<file path="src/rtl/cck_pkg.sv">
`default_nettype none

package cck_pkg;

  // block function configuration
  localparam int unsigned DOUBLE_ROUNDS = 10;
  localparam int unsigned ROUND_CNT     = 2 * DOUBLE_ROUNDS;
  localparam int unsigned ROUND_W       = (ROUND_CNT > 1) ? $clog2(ROUND_CNT) : 1;

  // request queue between front and back
  localparam int unsigned QDEPTH = 4;
  localparam int unsigned QPTR_W = $clog2(QDEPTH);
  localparam int unsigned QCNT_W = $clog2(QDEPTH + 1);

  // configuration port
  localparam int unsigned CFG_IDX_W  = 3;
  localparam int unsigned CFG_DATA_W = 64;

  typedef logic [31:0]       word_t;
  typedef logic [15:0][31:0] blk_t;
  typedef logic [3:0][31:0]  quad_t;

  localparam quad_t SIGMA = {32'h638e2b99, 32'h1467c0fb, 32'h2086ca69, 32'hfa835867};

  typedef enum logic [CFG_IDX_W-1:0] {
    REG_KEY01   = 3'd0,
    REG_KEY23   = 3'd1,
    REG_KEY45   = 3'd2,
    REG_KEY67   = 3'd3,
    REG_NONCE01 = 3'd4,
    REG_NONCE2  = 3'd5
  } reg_idx_e;

  typedef struct packed {
    logic [7:0][31:0] key;
    logic [2:0][31:0] nonce;
  } cfg_t;

  // one classified request in the queue
  typedef struct packed {
    word_t       plain;
    logic [3:0]  pos;
    word_t       ctr;
    logic        new_block;
  } q_entry_t;

  typedef struct packed {
    logic              full;
    logic              empty;
    logic [QCNT_W-1:0] cnt;
  } q_stat_t;

  typedef struct packed {
    logic  start;
    word_t ctr;
  } blk_ctrl_t;

  typedef struct packed {
    logic busy;
    logic done;
  } blk_stat_t;

  function automatic word_t rotl(input word_t v, input int unsigned n);
    return (v << n) | (v >> (32 - n));
  endfunction

  function automatic quad_t quarter_round(input quad_t q);
    word_t a, b, c, d;
    a = q[0]; b = q[1]; c = q[2]; d = q[3];
    a = a + b; d = rotl(d ^ a, 16);
    c = c + d; b = rotl(b ^ c, 12);
    a = a + b; d = rotl(d ^ a, 8);
    c = c + d; b = rotl(b ^ c, 7);
    return {d, c, b, a};
  endfunction

  // one column round (diag = 0) or one diagonal round (diag = 1)
  function automatic blk_t chacha_round(input blk_t s, input logic diag);
    blk_t       r;
    quad_t      q;
    logic [1:0] col;
    logic [1:0] o1, o2, o3;
    logic [3:0] ia, ib, ic, id;
    r  = s;
    o1 = diag ? 2'd1 : 2'd0;
    o2 = diag ? 2'd2 : 2'd0;
    o3 = diag ? 2'd3 : 2'd0;
    for (int k = 0; k < 4; k++) begin
      col = 2'(k);
      ia  = {2'b00, col};
      ib  = {2'b01, 2'(col + o1)};
      ic  = {2'b10, 2'(col + o2)};
      id  = {2'b11, 2'(col + o3)};
      q   = quarter_round({s[id], s[ic], s[ib], s[ia]});
      r[ia] = q[0];
      r[ib] = q[1];
      r[ic] = q[2];
      r[id] = q[3];
    end
    return r;
  endfunction

  function automatic blk_t init_state(input cfg_t cfg, input word_t ctr);
    blk_t s;
    for (int i = 0; i < 4; i++) s[i] = SIGMA[i];
    for (int i = 0; i < 8; i++) s[4 + i] = cfg.key[i];
    s[12] = ctr;
    for (int i = 0; i < 3; i++) s[13 + i] = cfg.nonce[i];
    return s;
  endfunction

endpackage

`default_nettype wire

</file>
<file path="src/rtl/cck_front.sv">
`default_nettype none

module cck_front (
  input  wire logic              clk_i,
  input  wire logic              rst_ni,
  input  wire logic              in_valid_i,
  output logic                   in_stall_o,
  input  wire logic [31:0]       plain_word_i,
  input  wire logic              message_end_i,
  input  wire cck_pkg::q_stat_t  q_stat_i,
  output logic                   push_o,
  output cck_pkg::q_entry_t      push_entry_o
);
  import cck_pkg::*;

  logic [3:0] pos_q, pos_d;
  word_t      ctr_q, ctr_d;

  // accept whenever the queue has room
  assign in_stall_o = q_stat_i.full;
  assign push_o     = in_valid_i && !q_stat_i.full;

  // classify the request: position, counter and whether a block starts here
  always_comb begin
    push_entry_o.plain     = plain_word_i;
    push_entry_o.pos       = pos_q;
    push_entry_o.ctr       = ctr_q;
    push_entry_o.new_block = (pos_q == 4'd0);
  end

  // next position and block counter
  always_comb begin
    pos_d = pos_q + 4'd1;
    ctr_d = (pos_q == 4'hf) ? ctr_q + 32'd1 : ctr_q;
    if (message_end_i) begin
      pos_d = 4'd0;
      ctr_d = 32'd1;
    end
  end

  always_ff @(posedge clk_i or negedge rst_ni) begin
    if (!rst_ni) begin
      pos_q <= 4'd0;
      ctr_q <= 32'd1;
    end else if (push_o) begin
      pos_q <= pos_d;
      ctr_q <= ctr_d;
    end
  end

endmodule

`default_nettype wire

</file>
<file path="config.mk">
export PLATFORM = sky130hd
export DESIGN_NAME = cck_front
export DESIGN_NICKNAME = d
export VERILOG_FILES = /design/src/rtl/cck_pkg.sv /design/src/rtl/cck_front.sv
export SDC_FILE = /design/constraint.sdc
export NUM_CORES = 1
export LEC_CHECK = 0
export BUFFER_PORTS_ARGS = -buffer_cell sky130_fd_sc_hd__buf_2
export CAP_MARGIN = 20
export CORE_MARGIN = 8
export CORE_UTILIZATION = 46
export CTS_CLUSTER_DIAMETER = 200
export DETAILED_ROUTE_END_ITERATION = 10
export PLACE_DENSITY = 0.9
export SLEW_MARGIN = 20
export SYNTH_ARGS = -nofsm -noshare
export SYNTH_HDL_FRONTEND = slang
export SYNTH_SLANG_ARGS = --single-unit
</file>
<file path="constraint.sdc">
create_clock -name clk_i -period 2.8 [get_ports clk_i]
set_input_delay 0.14 -clock clk_i [delete_from_list [all_inputs] [get_ports clk_i]]
set_output_delay 0.14 -clock clk_i [all_outputs]
set_load 0.005 [all_outputs]
</file>
==> flow_summary.json <==
{
  "core_um2": 4750,
  "required_ps": 3010,
  "syn_avg_cell_area_um2": 9.03,
  "status": "finished, final reports clean",
  "first_global_vias": 1781,
  "finalClockSkew_ps": 5.40,
  "period_needed_ps": 2310,
  "start_util": 0.480,
  "maxSlewHeadroom": 0.455,
  "die_w_um": 86.5,
  "wirelength_mm": 4.99,
  "synth_ff_type": "dfrtp_1",
  "wl_per_cell_um": 15.3,
  "hold_class": "in -> reg",
  "postSynthCellCount": 253,
  "worst_ep_arrival_time_ps": 2520,
  "grt_max_degree": 37,
  "place_hpwl_mm": 3.54,
  "io_pins": 112,
  "start_kind": "register",
  "cts_tree": "built",
  "fmax_ghz": 0.434,
  "yosysMostFrequentCell": "dfrtp_1",
  "antenna_cells": 0,
  "grtUsageTotal": 0.140,
  "cts_buffer_depth": 2,
  "drt-initial-drc-count": 124,
  "clk_pin_slew_ps": 70,
  "worst_path_max_delay_cell": "or3_1",
  "async_flop_share": 1.00,
  "antenna_found_initial": 0,
  "path_cells": "ha_1, a31oi_4, or3_1, or4_1, a21oi_1",
  "setup-violations-final": 0,
  "yosysTopAreaCell": "dfrtp_1",
  "fin_hold_ws_ps": 182,
  "crit_path_end_kind": "register",
  "ant_nets": 0,
  "fin_nets": 303,
  "synthDominantCellAreaShare": 0.384,
  "crit_fanout": 17,
  "top_layer": "met4",
  "min_period_over_period": 0.824,
  "yosys_warnings": 0,
  "max-cap-violations": 0,
  "rsz0062_at_grt": "false",
  "overflow": 0,
  "synthToLayoutAreaGrowth_pct": 3.67,
  "drtPass1Iterations": 4,
  "critPathTopFamily": "simple AND/OR/NAND/NOR gates",
  "port_buffers": 43,
  "ys_seq_elements": 36,
  "worst_pin_slew_ps": 817,
  "drive_gt1_frac": 0.243,
  "rows": 25,
  "min_path_cells": 2,
  "crit_buf_inv": 0,
  "dr_wl_met2_mm": 2.40,
  "vias": 1901,
  "synth_commonest_cells": "35 x dfrtp_1, 34 x buf_4, 16 x nand2_1, 15 x a21oi_1, 14 x nand3_1",
  "fin_tns_setup_ps": 0,
  "numCtsBuffers": 5,
  "die_height_um": 86.5,
  "synth_cell_type_count": 36,
  "grt_pass1_wl_mm": 8.45,
  "cp_num_cells": 5,
  "cpPeakStageDelay_ps": 620,
  "finalHoldViolations": 0,
  "clock_latency_ps": 290,
  "peakVddDrop_v": 0.000361,
  "final_max_slew_viol_count": 0,
  "synth.area.top_cells": "dfrtp_1 38%, buf_4 11%, o31ai_1 3.6%",
  "htree_levels": 2,
  "via_per_inst": 5.83,
  "ys_seq_area_frac": 0.395,
  "ctsResizeCount": 0,
  "netlist_area_um2": 2280,
  "syn_nets": 297,
  "remaining_drc_errors": 0,
  "r2r_cells": 5,
  "wirelength_met1_mm": 2.20,
  "p_leak_nw": 1.07,
  "die_area_um2": 7470,
  "clkSinkCount": 36,
  "gp_congestion": 0.781,
  "power.density_nw_per_um2": 432,
  "cts_root_buf": "clkbuf_8",
  "criticalPathCategory": "reg -> reg",
  "synth_edf_count": 0,
  "wl_met3_um": 350
}
## per-layer routing
metal  track usage  vias to the layer above
li1              -                      899
met4        0.0579                        0
met1         0.177                      927
met2         0.217                       71
met5             0                        -
met3        0.0406                        4
## state kept, by name, indices dropped and copies added, names as in the netlist
name and count:
ctr_q 32, pos_q 4
## report_power, final
group | switching [W] | total, W | internal [W]
clock network | 0.000183 | 0.000352 | 0.000169
logic | 0.0000600 | 0.000104 | 0.0000443
registers | 0.0000286 | 0.000567 | 0.000539
## cell families after synthesis
group                    Yosys count  synth area share
AO/OA/AOI/OAI                     45             0.127
XOR/XNOR                           6            0.0230
adder cells (fa/ha/maj)            3            0.0164
buffers and inverters             56             0.154
flip-flops                        36             0.395
multiplexers                       8            0.0351
AND/OR/NAND/NOR                   99             0.249
## stage by stage
stage | util | std cells | total power, W | setup slack, ps | cell area (um2)
floorplan | - | 253 | 0.000671 | 818 | 2280
global placement | 0.479 | 318 | 0.000674 | 590 | 2280
detailed placement | 0.479 | 318 | 0.000682 | 525 | 2280
CTS | 0.498 | 326 | 0.00104 | 497 | 2370
global route | 0.498 | 326 | 0.00107 | 375 | 2370
finish | 0.498 | 326 | 0.00102 | 494 | 2370
## final timing paths
check | startpoint | end | slack, ps
setup / recovery | pos_q[0] | ctr_q[26] | 490
hold / removal | message_end_i | pos_q[3] | 180
setup reg to reg | pos_q[0] | ctr_q[26] | 490
hold reg to reg | ctr_q[31] | ctr_q[31] | 550
max in group asynchronous | rst_ni | ctr_q[3] | 1810
min in group asynchronous | rst_ni | ctr_q[15] | 480
## area by class of cell
class | count | area, um2
clock buffer | 6 | 72.6
clock inverter | 1 | 5.00
fill | 470 | 2390
inverter | 9 | 33.8
multi-input combinational | 161 | 1030
sequential | 36 | 902
tap | 67 | 83.8
timing repair buffer | 46 | 240
## placed cells by master (no fill, tap or decap), types with 8 or more instances in the layout
cell type / n
a21oi_1: 15
buf_2: 43
dfrtp_1: 35
inv_1: 9
mux2i_1: 8
nand2_1: 16
nand3_1: 14
nand4_1: 8
o21ai_0: 12
o31ai_1: 11
or2_2: 8
or4_1: 9
## repair_timing
item,in CTS,in global routing
hold buffers,1,0
setup buffers,0,0
endpoints found under the hold margin,35,0
(Power assumes the default switching activity.)
