===== src/rtl/cck_pkg.sv =====
`default_nettype none

package cck_pkg;

  // block function configuration
  localparam int unsigned DOUBLE_ROUNDS = 10;
  localparam int unsigned ROUND_CNT     = 2 * DOUBLE_ROUNDS;
  localparam int unsigned ROUND_W       = (ROUND_CNT > 1) ? $clog2(ROUND_CNT) : 1;

  // request queue between front and back
  localparam int unsigned QDEPTH = 4;
  localparam int unsigned QPTR_W = $clog2(QDEPTH);
  localparam int unsigned QCNT_W = $clog2(QDEPTH + 1);

  // configuration port
  localparam int unsigned CFG_IDX_W  = 3;
  localparam int unsigned CFG_DATA_W = 64;

  typedef logic [31:0]       word_t;
  typedef logic [15:0][31:0] blk_t;
  typedef logic [3:0][31:0]  quad_t;

  localparam quad_t SIGMA = {32'h638e2b99, 32'h1467c0fb, 32'h2086ca69, 32'hfa835867};

  typedef enum logic [CFG_IDX_W-1:0] {
    REG_KEY01   = 3'd0,
    REG_KEY23   = 3'd1,
    REG_KEY45   = 3'd2,
    REG_KEY67   = 3'd3,
    REG_NONCE01 = 3'd4,
    REG_NONCE2  = 3'd5
  } reg_idx_e;

  typedef struct packed {
    logic [7:0][31:0] key;
    logic [2:0][31:0] nonce;
  } cfg_t;

  // one classified request in the queue
  typedef struct packed {
    word_t       plain;
    logic [3:0]  pos;
    word_t       ctr;
    logic        new_block;
  } q_entry_t;

  typedef struct packed {
    logic              full;
    logic              empty;
    logic [QCNT_W-1:0] cnt;
  } q_stat_t;

  typedef struct packed {
    logic  start;
    word_t ctr;
  } blk_ctrl_t;

  typedef struct packed {
    logic busy;
    logic done;
  } blk_stat_t;

  function automatic word_t rotl(input word_t v, input int unsigned n);
    return (v << n) | (v >> (32 - n));
  endfunction

  function automatic quad_t quarter_round(input quad_t q);
    word_t a, b, c, d;
    a = q[0]; b = q[1]; c = q[2]; d = q[3];
    a = a + b; d = rotl(d ^ a, 16);
    c = c + d; b = rotl(b ^ c, 12);
    a = a + b; d = rotl(d ^ a, 8);
    c = c + d; b = rotl(b ^ c, 7);
    return {d, c, b, a};
  endfunction

  // one column round (diag = 0) or one diagonal round (diag = 1)
  function automatic blk_t chacha_round(input blk_t s, input logic diag);
    blk_t       r;
    quad_t      q;
    logic [1:0] col;
    logic [1:0] o1, o2, o3;
    logic [3:0] ia, ib, ic, id;
    r  = s;
    o1 = diag ? 2'd1 : 2'd0;
    o2 = diag ? 2'd2 : 2'd0;
    o3 = diag ? 2'd3 : 2'd0;
    for (int k = 0; k < 4; k++) begin
      col = 2'(k);
      ia  = {2'b00, col};
      ib  = {2'b01, 2'(col + o1)};
      ic  = {2'b10, 2'(col + o2)};
      id  = {2'b11, 2'(col + o3)};
      q   = quarter_round({s[id], s[ic], s[ib], s[ia]});
      r[ia] = q[0];
      r[ib] = q[1];
      r[ic] = q[2];
      r[id] = q[3];
    end
    return r;
  endfunction

  function automatic blk_t init_state(input cfg_t cfg, input word_t ctr);
    blk_t s;
    for (int i = 0; i < 4; i++) s[i] = SIGMA[i];
    for (int i = 0; i < 8; i++) s[4 + i] = cfg.key[i];
    s[12] = ctr;
    for (int i = 0; i < 3; i++) s[13 + i] = cfg.nonce[i];
    return s;
  endfunction

endpackage

`default_nettype wire


===== src/rtl/cck_queue.sv =====
`default_nettype none

module cck_queue (
  input  wire logic               clk_i,
  input  wire logic               rst_ni,
  input  wire logic               push_i,
  input  wire cck_pkg::q_entry_t  push_entry_i,
  input  wire logic               pop_i,
  output cck_pkg::q_entry_t       head_o,
  output cck_pkg::q_stat_t        stat_o
);
  import cck_pkg::*;

  q_entry_t          mem_q [QDEPTH];
  logic [QPTR_W-1:0] wr_ptr_q, rd_ptr_q;
  logic [QCNT_W-1:0] cnt_q;

  assign head_o       = mem_q[rd_ptr_q];
  assign stat_o.cnt   = cnt_q;
  assign stat_o.full  = (cnt_q == QCNT_W'(QDEPTH));
  assign stat_o.empty = (cnt_q == '0);

  // storage
  always_ff @(posedge clk_i) begin
    if (push_i) begin
      mem_q[wr_ptr_q] <= push_entry_i;
    end
  end

  // pointers and fill count
  always_ff @(posedge clk_i or negedge rst_ni) begin
    if (!rst_ni) begin
      wr_ptr_q <= '0;
      rd_ptr_q <= '0;
      cnt_q    <= '0;
    end else begin
      if (push_i) wr_ptr_q <= (wr_ptr_q == QPTR_W'(QDEPTH - 1)) ? '0 : wr_ptr_q + 1'b1;
      if (pop_i)  rd_ptr_q <= (rd_ptr_q == QPTR_W'(QDEPTH - 1)) ? '0 : rd_ptr_q + 1'b1;
      if (push_i && !pop_i) begin
        cnt_q <= cnt_q + 1'b1;
      end else if (pop_i && !push_i) begin
        cnt_q <= cnt_q - 1'b1;
      end
    end
  end

endmodule

`default_nettype wire


===== config.mk =====
export PLATFORM = sky130hd
export DESIGN_NAME = cck_queue
export DESIGN_NICKNAME = d
export VERILOG_FILES = /design/src/rtl/cck_pkg.sv /design/src/rtl/cck_queue.sv
export SDC_FILE = /design/constraint.sdc
export NUM_CORES = 1
export LEC_CHECK = 0
export BUFFER_PORTS_ARGS = -buffer_cell sky130_fd_sc_hd__buf_2
export CORE_MARGIN = 2
export CORE_UTILIZATION = 57
export DETAILED_ROUTE_END_ITERATION = 8
export MAX_ROUTING_LAYER = met4
export PLACE_DENSITY_LB_ADDON = 0.15
export SLEW_MARGIN = 20
export SYNTH_ARGS = -nofsm -noshare
export SYNTH_HDL_FRONTEND = slang
export SYNTH_SLANG_ARGS = --single-unit
export TNS_END_PERCENT = 10

===== constraint.sdc =====
create_clock -name clk_i -period 3.1 [get_ports clk_i]
set_input_delay 0.31 -clock clk_i [delete_from_list [all_inputs] [get_ports clk_i]]
set_output_delay 0.31 -clock clk_i [all_outputs]
set_load 0.01 [all_outputs]

==> metrics.txt, run 1 <==
# TYPE chip_impl_metric gauge
chip_impl_metric{name="ys_seq_elements",unit=""} 283
chip_impl_metric{name="share_of_synthesized_flip_flops_with_an_asynchronous_set_or_reset",unit="%"} 2.47
chip_impl_metric{name="core.rowCount",unit=""} 49
chip_impl_metric{name="wl",unit="um"} 18300
chip_impl_metric{name="detailed_place_hpwl",unit="um"} 11100
chip_impl_metric{name="synthDistinctLibCells",unit=""} 20
chip_impl_metric{name="power.density_cell_area",unit="nW/um2"} 889
chip_impl_metric{name="synthesis.area",unit="um2"} 10400
chip_impl_info{name="main_combinational_cell_family_by_area_after_synthesis",value="multiplexers"} 1
chip_impl_metric{name="grt_first_pass_wirelength",unit="um"} 28600
chip_impl_metric{name="first_global_vias",unit=""} 5246
chip_impl_metric{name="setup_tns",unit="ns"} 0
chip_impl_metric{name="grt_max_degree",unit=""} 72
chip_impl_info{name="r2r-start",value="rd_ptr_q[1]"} 1
chip_impl_info{name="setup_repair_after_global_routing_missed_its_margin",value="no"} 1
chip_impl_metric{name="clk_transition_reported_paths",unit="ns"} 0.06
chip_impl_metric{name="area_delta_synth_final",unit="%"} 21.0
chip_impl_info{name="post-synth-top-area-cell",value="sky130_fd_sc_hd__edfxtp_1"} 1
chip_impl_metric{name="max_cap_viol_count",unit=""} 0
chip_impl_metric{name="syn_avg_cell_area",unit="um2"} 26.3
chip_impl_metric{name="vdd.ir_drop.worst",unit="mV"} 0.556
chip_impl_metric{name="ant_nets",unit=""} 0
chip_impl_metric{name="yosys_warning_count",unit=""} 0
chip_impl_metric{name="timing.critical_path.required",unit="ns"} 2.79
chip_impl_metric{name="cts_sinks",unit=""} 283
chip_impl_metric{name="grt_util_all_layers",unit="%"} 19.7
chip_impl_metric{name="crit_path_arrival_time",unit="ns"} 2.31
chip_impl_metric{name="drt_first_iter_violations",unit=""} 239
chip_impl_metric{name="diodes",unit=""} 0
chip_impl_metric{name="finalCritPeriodShare",unit="%"} 84.4
chip_impl_metric{name="post_route_drc",unit=""} 0
chip_impl_metric{name="final-setup-viol-count",unit=""} 0
chip_impl_metric{name="worstPathBufferInverterCount",unit=""} 2
chip_impl_metric{name="placeableCoreArea",unit="um2"} 18000
chip_impl_metric{name="pin_count",unit=""} 147
chip_impl_metric{name="die_width",unit="um"} 139
chip_impl_metric{name="seq_area_frac_synth",unit="%"} 81.0
chip_impl_metric{name="chipHeight",unit="um"} 139
chip_impl_metric{name="total_congestion_overflow",unit=""} 0
chip_impl_info{name="cts_root_buffer",value="sky130_fd_sc_hd__clkbuf_16"} 1
chip_impl_info{name="critPathLaunch",value="rd_ptr_q[0]"} 1
chip_impl_metric{name="finalWeightedCongestion",unit=""} 0.720
chip_impl_metric{name="hold-worst-slack",unit="ns"} 0.0181
chip_impl_metric{name="fillers",unit=""} 1112
chip_impl_metric{name="cts_made_buffers",unit=""} 27
chip_impl_metric{name="route.detailed.vias_per_inst",unit=""} 5.63
chip_impl_metric{name="synth_xor_xnor_area_share",unit="%"} 0.251
chip_impl_info{name="cts_tree",value="yes"} 1
chip_impl_metric{name="muxShareOfSynthArea",unit="%"} 15.2
chip_impl_info{name="cpMaxStageDelayCell",value="sky130_fd_sc_hd__dfrtp_4"} 1
chip_impl_metric{name="post_synth_and_or_nand_nor_area_fraction",unit="%"} 0.539
chip_impl_info{name="critPathTopFamily",value="flip-flops"} 1
chip_impl_metric{name="hold_viol_final",unit=""} 0
chip_impl_info{name="startpoint_type",value="flop"} 1
chip_impl_metric{name="maxSlewHeadroom",unit="%"} 28.1
chip_impl_info{name="yosysMostFrequentCell",value="sky130_fd_sc_hd__edfxtp_1"} 1
chip_impl_info{name="synth_top_area_cells",value="sky130_fd_sc_hd__edfxtp_1, sky130_fd_sc_hd__mux4_2, sky130_fd_sc_hd__dfrtp_1"} 1
chip_impl_metric{name="first_pass_iters",unit=""} 4
chip_impl_metric{name="floorplan.die_area",unit="um2"} 19400
chip_impl_metric{name="portBuffers",unit=""} 146
chip_impl_metric{name="max-clock-path-buffers",unit=""} 3
chip_impl_metric{name="synth_compound_area_share",unit="%"} 0.0958
chip_impl_metric{name="wl_per_cell",unit="um"} 21.3
chip_impl_metric{name="clock_tree.htree_level_count",unit=""} 1
chip_impl_metric{name="routed-via-count",unit=""} 4857
chip_impl_metric{name="number_of_antenna_violations_at_the_first_check_in_global_routing",unit=""} 0
chip_impl_metric{name="synth_top_area_share",unit="%"} 79.3
chip_impl_info{name="holdCritPathClass",value="input port to flop"} 1
chip_impl_metric{name="starting_density_of_the_core",unit="%"} 58.2
chip_impl_metric{name="timing_worst_slew_pin_value",unit="ns"} 1.08
chip_impl_metric{name="final_net_count",unit=""} 694
chip_impl_metric{name="cts_hold_repair.buffers",unit=""} 40
chip_impl_metric{name="timing.final.crit_period",unit="ns"} 2.62
chip_impl_info{name="synth.cells.most_frequent",value="sky130_fd_sc_hd__edfxtp_1, sky130_fd_sc_hd__mux4_2, sky130_fd_sc_hd__buf_12, sky130_fd_sc_hd__buf_2, sky130_fd_sc_hd__dfrtp_1"} 1
chip_impl_metric{name="skew",unit="ns"} 0.0112
chip_impl_info{name="outcome",value="complete, no violations"} 1
chip_impl_metric{name="leakage",unit="nW"} 4.40
chip_impl_metric{name="synth_edf_count",unit=""} 276
chip_impl_metric{name="drive_gt1_share",unit="%"} 43.2
chip_impl_info{name="setup.worst_path.class",value="flop to output pin"} 1
chip_impl_metric{name="yosys.area_share.adder",unit="%"} 0.910
chip_impl_metric{name="mappedNetlistNets",unit=""} 478
chip_impl_metric{name="clock_latency_on_the_worst_skew_pair",unit="ns"} 0.52
chip_impl_metric{name="maximum_frequency_from_static_timing_analysis",unit="MHz"} 382
chip_impl_metric{name="cts_post_setup_buffers_inserted",unit=""} 0
chip_impl_metric{name="synthesis.instances",unit=""} 398
chip_impl_info{name="min-delay-start",value="push_entry_i[43]"} 1
chip_impl_metric{name="critPathMaxFanout",unit=""} 25
chip_impl_metric{name="timing.final.max_slew_violations",unit=""} 0
chip_impl_info{name="ordered_list_of_cells_on_the_worst_path",value="buf_4 > mux4_2 > buf_2"} 1
chip_impl_info{name="postSynth.topFlopCell",value="sky130_fd_sc_hd__edfxtp_1"} 1
chip_impl_info{name="setup.worst_path.end_class",value="output pin"} 1
chip_impl_metric{name="post_cts.resized_instances",unit=""} 0
chip_impl_metric{name="cpPeakStageDelay",unit="ns"} 0.77
## cell families (layout without fill, tap and decap cells)
kind of cell | Yosys count | after routing
simple gates | 11 | 11
buf+inv | 20 | 256
flops | 283 | 283
xor+xnor | 3 | 3
fa+ha+maj | 7 | 7
mux | 72 | 72
compound gates | 2 | 2
## state kept, by name, indices dropped and copies added (netlist names)
signal and cells:
cnt_q 3, mem_q 276, rd_ptr_q 2, wr_ptr_q 2
## layout make-up
cell class	count	area, um2	area share [%]
Sequential cell	283	8470	67.0
Tap cell	229	287	2.27
Timing Repair Buffer	203	1300	10.3
Inverter	4	15.0	0.119
Multi-Input combinational cell	95	1790	14.2
Clock buffer	31	691	5.47
Clock inverter	18	83.8	0.663
## power by group
part / leakage [nW] / total [mW] / internal [mW] / switching, mW
sequential: 2.62 / 5.36 / 4.91 / 0.453
combinational: 1.41 / 3.00 / 1.57 / 1.43
clock: 0.379 / 2.87 / 1.59 / 1.29
total: 4.40 / 11.2 / 8.06 / 3.17
## metal layers
layer	routed length, um	vias to the layer above	track usage, %
met3	1220	26	4.89
met1	7530	2546	25.4
li1	-	2144	-
met2	9300	141	32.4
met4	295	0	4.47
met5	0	-	-
## layout by cell type (no fill, tap or decap), drive strengths merged
| cell type | Yosys | layout |
|---|---|---|
| mux4 | 69 | 69 |
| ha | 6 | 6 |
| fa | 1 | 1 |
| xor2 | 2 | 2 |
| inv | 4 | 4 |
| edfxtp | 276 | 276 |
| nand2 | 2 | 2 |
| mux2 | 3 | 3 |
| o21ai | 2 | 2 |
| dfrtp | 7 | 7 |
| dlygate4sd3 | 0 | 42 |
| and2 | 4 | 4 |
| nor2 | 3 | 3 |
| buf | 15 | 161 |
| nor3b | 1 | 1 |
| clkinv | 0 | 16 |
| xnor2 | 1 | 1 |
| clkinvlp | 0 | 2 |
| clkbuf | 1 | 31 |
| nor3 | 1 | 1 |
## per-stage QoR
stage	std cells	setup WS, ns	total power, mW	cell area, um2	utilization [%]
after floorplan	398	0.425	7.42	10400	-
after global placement	772	0.978	8.41	11400	63.7
after detailed placement	772	0.961	8.48	11400	63.7
after CTS	861	0.417	11.4	12600	70.2
after global routing	863	0.326	11.8	12600	70.3
final	863	0.485	11.2	12600	70.3
## final timing paths
kind / to / slack (ns) / depth (start not counted)
min in group asynchronous: cnt_q[1] / 0.16 / 2
max: head_o[23] / 0.48 / 3
min: mem_q[0][43] / 0.02 / 1
max in group asynchronous: rd_ptr_q[1] / 2.77 / 2
max reg2reg: rd_ptr_q[1] / 1.20 / 2
min reg2reg: cnt_q[2] / 0.52 / 1
No activity file was read; power rests on OpenSTA's default activity.
==> inputs of run 2 (changes only) <==
- clock period: 3.1 -> 2.7 ns (I/O delays scaled with it)
==> metrics.txt, run 2 (synthesis results as in run 1) <==
# TYPE chip_impl_metric gauge
chip_impl_info{name="outcome",value="complete, no violations"} 1
chip_impl_metric{name="power.switching_fraction",unit="%"} 28.0
chip_impl_info{name="setup_repair_after_global_routing_missed_its_margin",value="no"} 1
chip_impl_metric{name="clock_power_share",unit="%"} 26.3
chip_impl_metric{name="maxSlewHeadroom",unit="%"} 54.9
chip_impl_metric{name="grt_first_pass_wirelength",unit="um"} 29900
chip_impl_info{name="ordered_list_of_cells_on_the_worst_path",value="buf_4 > mux4_2 > buf_2"} 1
chip_impl_metric{name="first_pass_iters",unit=""} 6
chip_impl_metric{name="drive_gt1_share",unit="%"} 41.1
chip_impl_metric{name="final_net_count",unit=""} 720
chip_impl_metric{name="wl_per_cell",unit="um"} 21.3
chip_impl_metric{name="clock_latency_on_the_worst_skew_pair",unit="ns"} 0.52
chip_impl_metric{name="cpPeakStageDelay",unit="ns"} 0.85
chip_impl_info{name="setup.worst_path.class",value="flop to output pin"} 1
chip_impl_metric{name="finalCritPeriodShare",unit="%"} 92.3
chip_impl_metric{name="critPathMaxFanout",unit=""} 43
chip_impl_metric{name="total_congestion_overflow",unit=""} 0
chip_impl_metric{name="grt_util_all_layers",unit="%"} 20.7
chip_impl_metric{name="comb_power_share",unit="%"} 27.8
chip_impl_metric{name="hold_viol_final",unit=""} 0
chip_impl_metric{name="ant_nets",unit=""} 0
chip_impl_metric{name="drt_first_iter_violations",unit=""} 306
chip_impl_metric{name="wl",unit="um"} 19000
chip_impl_metric{name="floorplan.die_area",unit="um2"} 19400
chip_impl_metric{name="area_delta_synth_final",unit="%"} 24.4
chip_impl_metric{name="timing.final.max_slew_violations",unit=""} 0
chip_impl_metric{name="clock_tree.htree_level_count",unit=""} 1
chip_impl_info{name="commonest_non_fill_non_tap_cells_in_the_layout",value="sky130_fd_sc_hd__edfxtp_1, sky130_fd_sc_hd__buf_2, sky130_fd_sc_hd__dlygate4sd3_1, sky130_fd_sc_hd__mux4_2, sky130_fd_sc_hd__clkbuf_16"} 1
chip_impl_metric{name="pin_count",unit=""} 147
chip_impl_metric{name="route.detailed.vias_per_inst",unit=""} 5.52
chip_impl_metric{name="routed-via-count",unit=""} 4926
chip_impl_metric{name="final-setup-viol-count",unit=""} 0
chip_impl_info{name="cts_root_buffer",value="sky130_fd_sc_hd__clkbuf_16"} 1
chip_impl_metric{name="largest_register_ff_count",unit=""} 276
chip_impl_metric{name="portBuffers",unit=""} 146
chip_impl_metric{name="post_route_drc",unit=""} 0
chip_impl_info{name="layout_commonest_cell",value="sky130_fd_sc_hd__edfxtp_1"} 1
chip_impl_metric{name="chipHeight",unit="um"} 139
chip_impl_metric{name="leakage",unit="nW"} 4.54
chip_impl_metric{name="core.rowCount",unit=""} 49
chip_impl_info{name="largestRegisters",value="mem_q: 276 flops, cnt_q: 3 flops"} 1
chip_impl_metric{name="cts_made_buffers",unit=""} 27
chip_impl_metric{name="cts_post_setup_buffers_inserted",unit=""} 0
chip_impl_metric{name="starting_density_of_the_core",unit="%"} 58.2
chip_impl_info{name="setup.worst_path.end_class",value="output pin"} 1
chip_impl_metric{name="first_global_vias",unit=""} 5487
chip_impl_metric{name="finalWeightedCongestion",unit=""} 0.680
chip_impl_metric{name="grt_max_degree",unit=""} 44
chip_impl_metric{name="internal_power",unit="mW"} 9.46
chip_impl_info{name="startpoint_type",value="flop"} 1
chip_impl_metric{name="skew",unit="ns"} 0.00562
chip_impl_info{name="cts_tree",value="yes"} 1
chip_impl_metric{name="timing.final.crit_period",unit="ns"} 2.49
chip_impl_info{name="cpMaxStageDelayCell",value="sky130_fd_sc_hd__dfrtp_4"} 1
chip_impl_metric{name="clk_transition_reported_paths",unit="ns"} 0.06
chip_impl_metric{name="cts_hold_repair.buffers",unit=""} 70
chip_impl_metric{name="detailed_place_hpwl",unit="um"} 11100
chip_impl_metric{name="die_width",unit="um"} 139
chip_impl_metric{name="max-clock-path-buffers",unit=""} 3
chip_impl_metric{name="power.density_cell_area",unit="nW/um2"} 1010
chip_impl_metric{name="placeableCoreArea",unit="um2"} 18000
chip_impl_metric{name="total_power",unit="mW"} 13.1
chip_impl_metric{name="cts_sinks",unit=""} 283
chip_impl_metric{name="timing.critical_path.required",unit="ns"} 2.43
chip_impl_info{name="holdCritPathClass",value="input port to flop"} 1
chip_impl_metric{name="setup_tns",unit="ns"} 0
chip_impl_metric{name="post-route-util",unit="%"} 72.3
chip_impl_metric{name="number_of_antenna_violations_at_the_first_check_in_global_routing",unit=""} 2
chip_impl_metric{name="maximum_frequency_from_static_timing_analysis",unit="MHz"} 401
chip_impl_metric{name="crit_path_arrival_time",unit="ns"} 2.22
chip_impl_metric{name="timing_worst_slew_pin_value",unit="ns"} 0.676
chip_impl_metric{name="hold-worst-slack",unit="ns"} 0.0513
chip_impl_metric{name="p_sw",unit="mW"} 3.68
chip_impl_metric{name="post_cts.resized_instances",unit=""} 0
chip_impl_metric{name="max_cap_viol_count",unit=""} 0
chip_impl_info{name="register_ranked_first_by_flip_flop_count",value="mem_q"} 1
chip_impl_metric{name="vdd.ir_drop.worst",unit="mV"} 0.808
chip_impl_metric{name="power.share.sequential",unit="%"} 45.9
## run 2: cell count changes in the layout (fill, tap and decap cells not counted), sizes merged
cell and change:
clkinvlp -1, buf -2, clkinv -6, dlygate4sd3 +28, inv +1, bufinv +1
clkbuf +6, diode +2
## run 2: cell type report
cell class	count	area [um2]
diodes	2	5.00
clock buffers	37	723
repair buffers	229	1620
well taps	229	287
clock inverters	13	90.1
inverters	4	15.0
multi-input cells	95	1790
flip-flops and latches	283	8470
fillers	1084	4970
## run 2: worst max-delay path, delay by kind of cell, from the launching register on
| family | cells | cell delay, ns |
|---|---|---|
| buffers and inverters | 2 | 0.47 |
| DFF | 1 | 0.85 |
| muxes | 1 | 0.34 |
## run 2: metal layers
metal  vias to the layer above  GRT usage [%]  share of wire, %
met5                         -              -                 0
met4                         0           5.74               2.2
met3                        33           4.20               6.2
met1                      2551           26.3                39
li1                       2195              -                 -
met2                       147           34.7                52
## run 2: through the flow
| step | instance area [um2] | cells | setup slack [ns] |
|---|---|---|---|
| global placement | 11500 | 770 | 0.734 |
| floorplan | 10400 | 398 | 0.0249 |
| CTS | 13000 | 890 | 0.182 |
| finish | 13000 | 892 | 0.207 |
| global route | 13000 | 892 | 0.115 |
| detailed placement | 11500 | 770 | 0.740 |
## run 2: final timing paths
kind,startpoint,endpoint,slack [ns],cells past startpoint
setup reg to reg,rd_ptr_q[1],rd_ptr_q[1],0.92,3
hold reg to reg,cnt_q[2],cnt_q[2],0.52,1
min in group asynchronous,rst_ni,cnt_q[2],0.13,2
hold / removal,pop_i,rd_ptr_q[1],0.05,2
setup / recovery,rd_ptr_q[1],head_o[23],0.21,3
max in group asynchronous,rst_ni,rd_ptr_q[0],2.39,2
## run 2: power groups by stage
stage | Combinational (mW) | Clock, mW | Sequential (mW)
floorplan | 2.62 | 0 | 5.90
global placement | 3.61 | 0 | 6.08
detailed placement | 3.63 | 0 | 6.13
CTS | 3.74 | 3.52 | 6.04
global route | 3.93 | 3.70 | 6.11
finish | 3.66 | 3.45 | 6.03
==> inputs of run 3 (changes only) <==
- CAP_MARGIN: unset -> 20
- clock period: 2.7 -> 2.52 ns (I/O delays scaled with it)
==> metrics.txt, run 3 (synthesis results as in run 1) <==
# TYPE chip_impl_metric gauge
chip_impl_metric{name="fillers",unit=""} 1079
chip_impl_info{name="setup.worst_path.end_class",value="output pin"} 1
chip_impl_metric{name="grt_max_degree",unit=""} 40
chip_impl_info{name="outcome",value="complete, no violations"} 1
chip_impl_info{name="setup_repair_after_global_routing_missed_its_margin",value="no"} 1
chip_impl_metric{name="cts_made_buffers",unit=""} 28
chip_impl_metric{name="grt_first_pass_wirelength",unit="um"} 29600
chip_impl_metric{name="timing.critical_path.required",unit="ns"} 2.27
chip_impl_metric{name="cpPeakStageDelay",unit="ns"} 0.55
chip_impl_metric{name="wl",unit="um"} 19000
chip_impl_metric{name="setup_tns",unit="ns"} 0
chip_impl_metric{name="drt_first_iter_violations",unit=""} 262
chip_impl_metric{name="core.rowCount",unit=""} 49
chip_impl_metric{name="total_congestion_overflow",unit=""} 0
chip_impl_info{name="setup.worst_path.class",value="flop to output pin"} 1
chip_impl_metric{name="clock_latency_on_the_worst_skew_pair",unit="ns"} 0.52
chip_impl_metric{name="wl_per_cell",unit="um"} 21.2
chip_impl_metric{name="hold_viol_final",unit=""} 0
chip_impl_info{name="largestRegisters",value="mem_q: 276 flops, cnt_q: 3 flops"} 1
chip_impl_metric{name="diodes",unit=""} 0
chip_impl_info{name="ordered_list_of_cells_on_the_worst_path",value="buf_4 > buf_12 > mux4_2 > buf_2"} 1
chip_impl_info{name="register_ranked_first_by_flip_flop_count",value="mem_q"} 1
chip_impl_info{name="commonest_non_fill_non_tap_cells_in_the_layout",value="sky130_fd_sc_hd__edfxtp_1, sky130_fd_sc_hd__buf_2, sky130_fd_sc_hd__dlygate4sd3_1, sky130_fd_sc_hd__mux4_2, sky130_fd_sc_hd__clkbuf_16"} 1
chip_impl_metric{name="final_net_count",unit=""} 728
chip_impl_metric{name="max_cap_viol_count",unit=""} 0
chip_impl_info{name="startpoint_type",value="flop"} 1
chip_impl_metric{name="first_global_vias",unit=""} 5394
chip_impl_info{name="layout_commonest_cell",value="sky130_fd_sc_hd__edfxtp_1"} 1
chip_impl_metric{name="area_delta_synth_final",unit="%"} 25.9
chip_impl_info{name="min-delay-start",value="push_i"} 1
chip_impl_metric{name="largest_register_ff_count",unit=""} 276
chip_impl_metric{name="clock_tree.htree_level_count",unit=""} 1
chip_impl_metric{name="routed-via-count",unit=""} 4933
chip_impl_metric{name="ant_nets",unit=""} 0
chip_impl_metric{name="crit_path_arrival_time",unit="ns"} 2.08
chip_impl_metric{name="max-clock-path-buffers",unit=""} 3
chip_impl_metric{name="clk_transition_reported_paths",unit="ns"} 0.06
chip_impl_info{name="holdCritPathClass",value="input port to flop"} 1
chip_impl_metric{name="pin_count",unit=""} 147
chip_impl_metric{name="post-place-ws",unit="ns"} 0.621
chip_impl_metric{name="power.density_cell_area",unit="nW/um2"} 1100
chip_impl_metric{name="floorplan.die_area",unit="um2"} 19400
chip_impl_metric{name="grt_util_all_layers",unit="%"} 20.4
chip_impl_metric{name="detailed_place_hpwl",unit="um"} 11200
chip_impl_metric{name="maxSlewHeadroom",unit="%"} 70.8
chip_impl_metric{name="multi_input_area",unit="um2"} 1790
chip_impl_metric{name="drive_gt1_share",unit="%"} 42.3
chip_impl_metric{name="timing.final.ws_setup",unit="ns"} 0.189
chip_impl_metric{name="ff2ff_setup_slack",unit="ns"} 0.80
chip_impl_info{name="cts_root_buffer",value="sky130_fd_sc_hd__clkbuf_16"} 1
chip_impl_metric{name="register_area",unit="um2"} 8470
chip_impl_metric{name="timing.final.max_slew_violations",unit=""} 0
chip_impl_metric{name="maximum_frequency_from_static_timing_analysis",unit="MHz"} 429
chip_impl_metric{name="portBuffers",unit=""} 146
chip_impl_info{name="cts_tree",value="yes"} 1
chip_impl_metric{name="final-setup-viol-count",unit=""} 0
chip_impl_metric{name="leakage",unit="nW"} 4.63
chip_impl_metric{name="first_pass_iters",unit=""} 4
chip_impl_info{name="critPathLaunch",value="rd_ptr_q[0]"} 1
chip_impl_metric{name="chipHeight",unit="um"} 139
chip_impl_metric{name="critPathMaxFanout",unit=""} 13
chip_impl_metric{name="starting_density_of_the_core",unit="%"} 58.2
chip_impl_metric{name="placeableCoreArea",unit="um2"} 18000
chip_impl_info{name="r2r-start",value="wr_ptr_q[0]"} 1
chip_impl_metric{name="finalWeightedCongestion",unit=""} 0.720
chip_impl_metric{name="die_width",unit="um"} 139
chip_impl_metric{name="number_of_antenna_violations_at_the_first_check_in_global_routing",unit=""} 0
chip_impl_metric{name="post_route_drc",unit=""} 0
chip_impl_metric{name="route.detailed.vias_per_inst",unit=""} 5.49
chip_impl_metric{name="timing.final.crit_period",unit="ns"} 2.33
chip_impl_metric{name="vdd.ir_drop.worst",unit="mV"} 0.794
chip_impl_info{name="cpMaxStageDelayCell",value="sky130_fd_sc_hd__dfrtp_4"} 1
chip_impl_metric{name="timing_worst_slew_pin_value",unit="ns"} 0.438
chip_impl_metric{name="cts_sinks",unit=""} 283
chip_impl_metric{name="skew",unit="ns"} 0.00894
chip_impl_metric{name="finalCritPeriodShare",unit="%"} 92.5
-- run 3: area by class of cell --
cell class / count / area share, %
sequential: 283 / 64.4
inverter: 4 / 0.114
tap: 229 / 2.18
clock buffer: 42 / 6.19
timing repair buffer: 236 / 12.8
multi-input combinational: 95 / 13.6
clock inverter: 9 / 0.704
-- run 3: path summary, 6_finish.rpt --
kind / cells past startpoint / end
min in group asynchronous: 2 / cnt_q[2]
max in group asynchronous: 2 / rd_ptr_q[1]
worst min-delay path: 2 / wr_ptr_q[1]
worst min register to register: 1 / cnt_q[2]
worst max register to register: 4 / mem_q[2][10]
worst max-delay path: 4 / head_o[55]
-- run 3: through the flow --
step	power [mW]	hold WS [ns]	std cells	instance area (um2)	utilization, %
3_3_place_gp	10.4	0.0906	771	11500	64.0
4_1_cts	14.6	0.0186	892	13100	73.0
2_1_floorplan	9.12	-0.0436	398	10400	-
5_1_grt	15.1	0.0277	898	13200	73.2
6_report	14.5	0.0397	898	13200	73.2
3_5_place_dp	10.5	0.0954	771	11500	64.0
-- run 3: layer usage --
| metal | vias to the layer above | GRT usage (%) | routed length [um] |
|---|---|---|---|
| li1 | 2210 | - | - |
| met1 | 2553 | 26.5 | 7790 |
| met2 | 153 | 34.0 | 9820 |
| met3 | 17 | 4.58 | 1190 |
| met4 | 0 | 4.15 | 225 |
| met5 | - | - | 0 |
-- run 3: what timing repair did --
action                                  CTS  global route
endpoints found under the hold margin   283             0
hold buffers                             70             0
endpoints found under the setup margin    0             3
resized for setup                         0             0
setup buffers                             0             6
-- run 3: critical path, delay by kind of cell (launching register included) --
| family | cells | cell delay, ns |
|---|---|---|
| DFF | 1 | 0.55 |
| buffers and inverters | 3 | 0.47 |
| muxes | 1 | 0.52 |
-- run 3: where the power goes --
| part | internal (mW) | total, mW | leakage, nW | switching [mW] |
|---|---|---|---|---|
| sequential | 6.04 | 6.39 | 2.62 | 0.344 |
| combinational | 2.08 | 4.11 | 1.56 | 2.03 |
| clock | 2.42 | 4.02 | 0.448 | 1.59 |
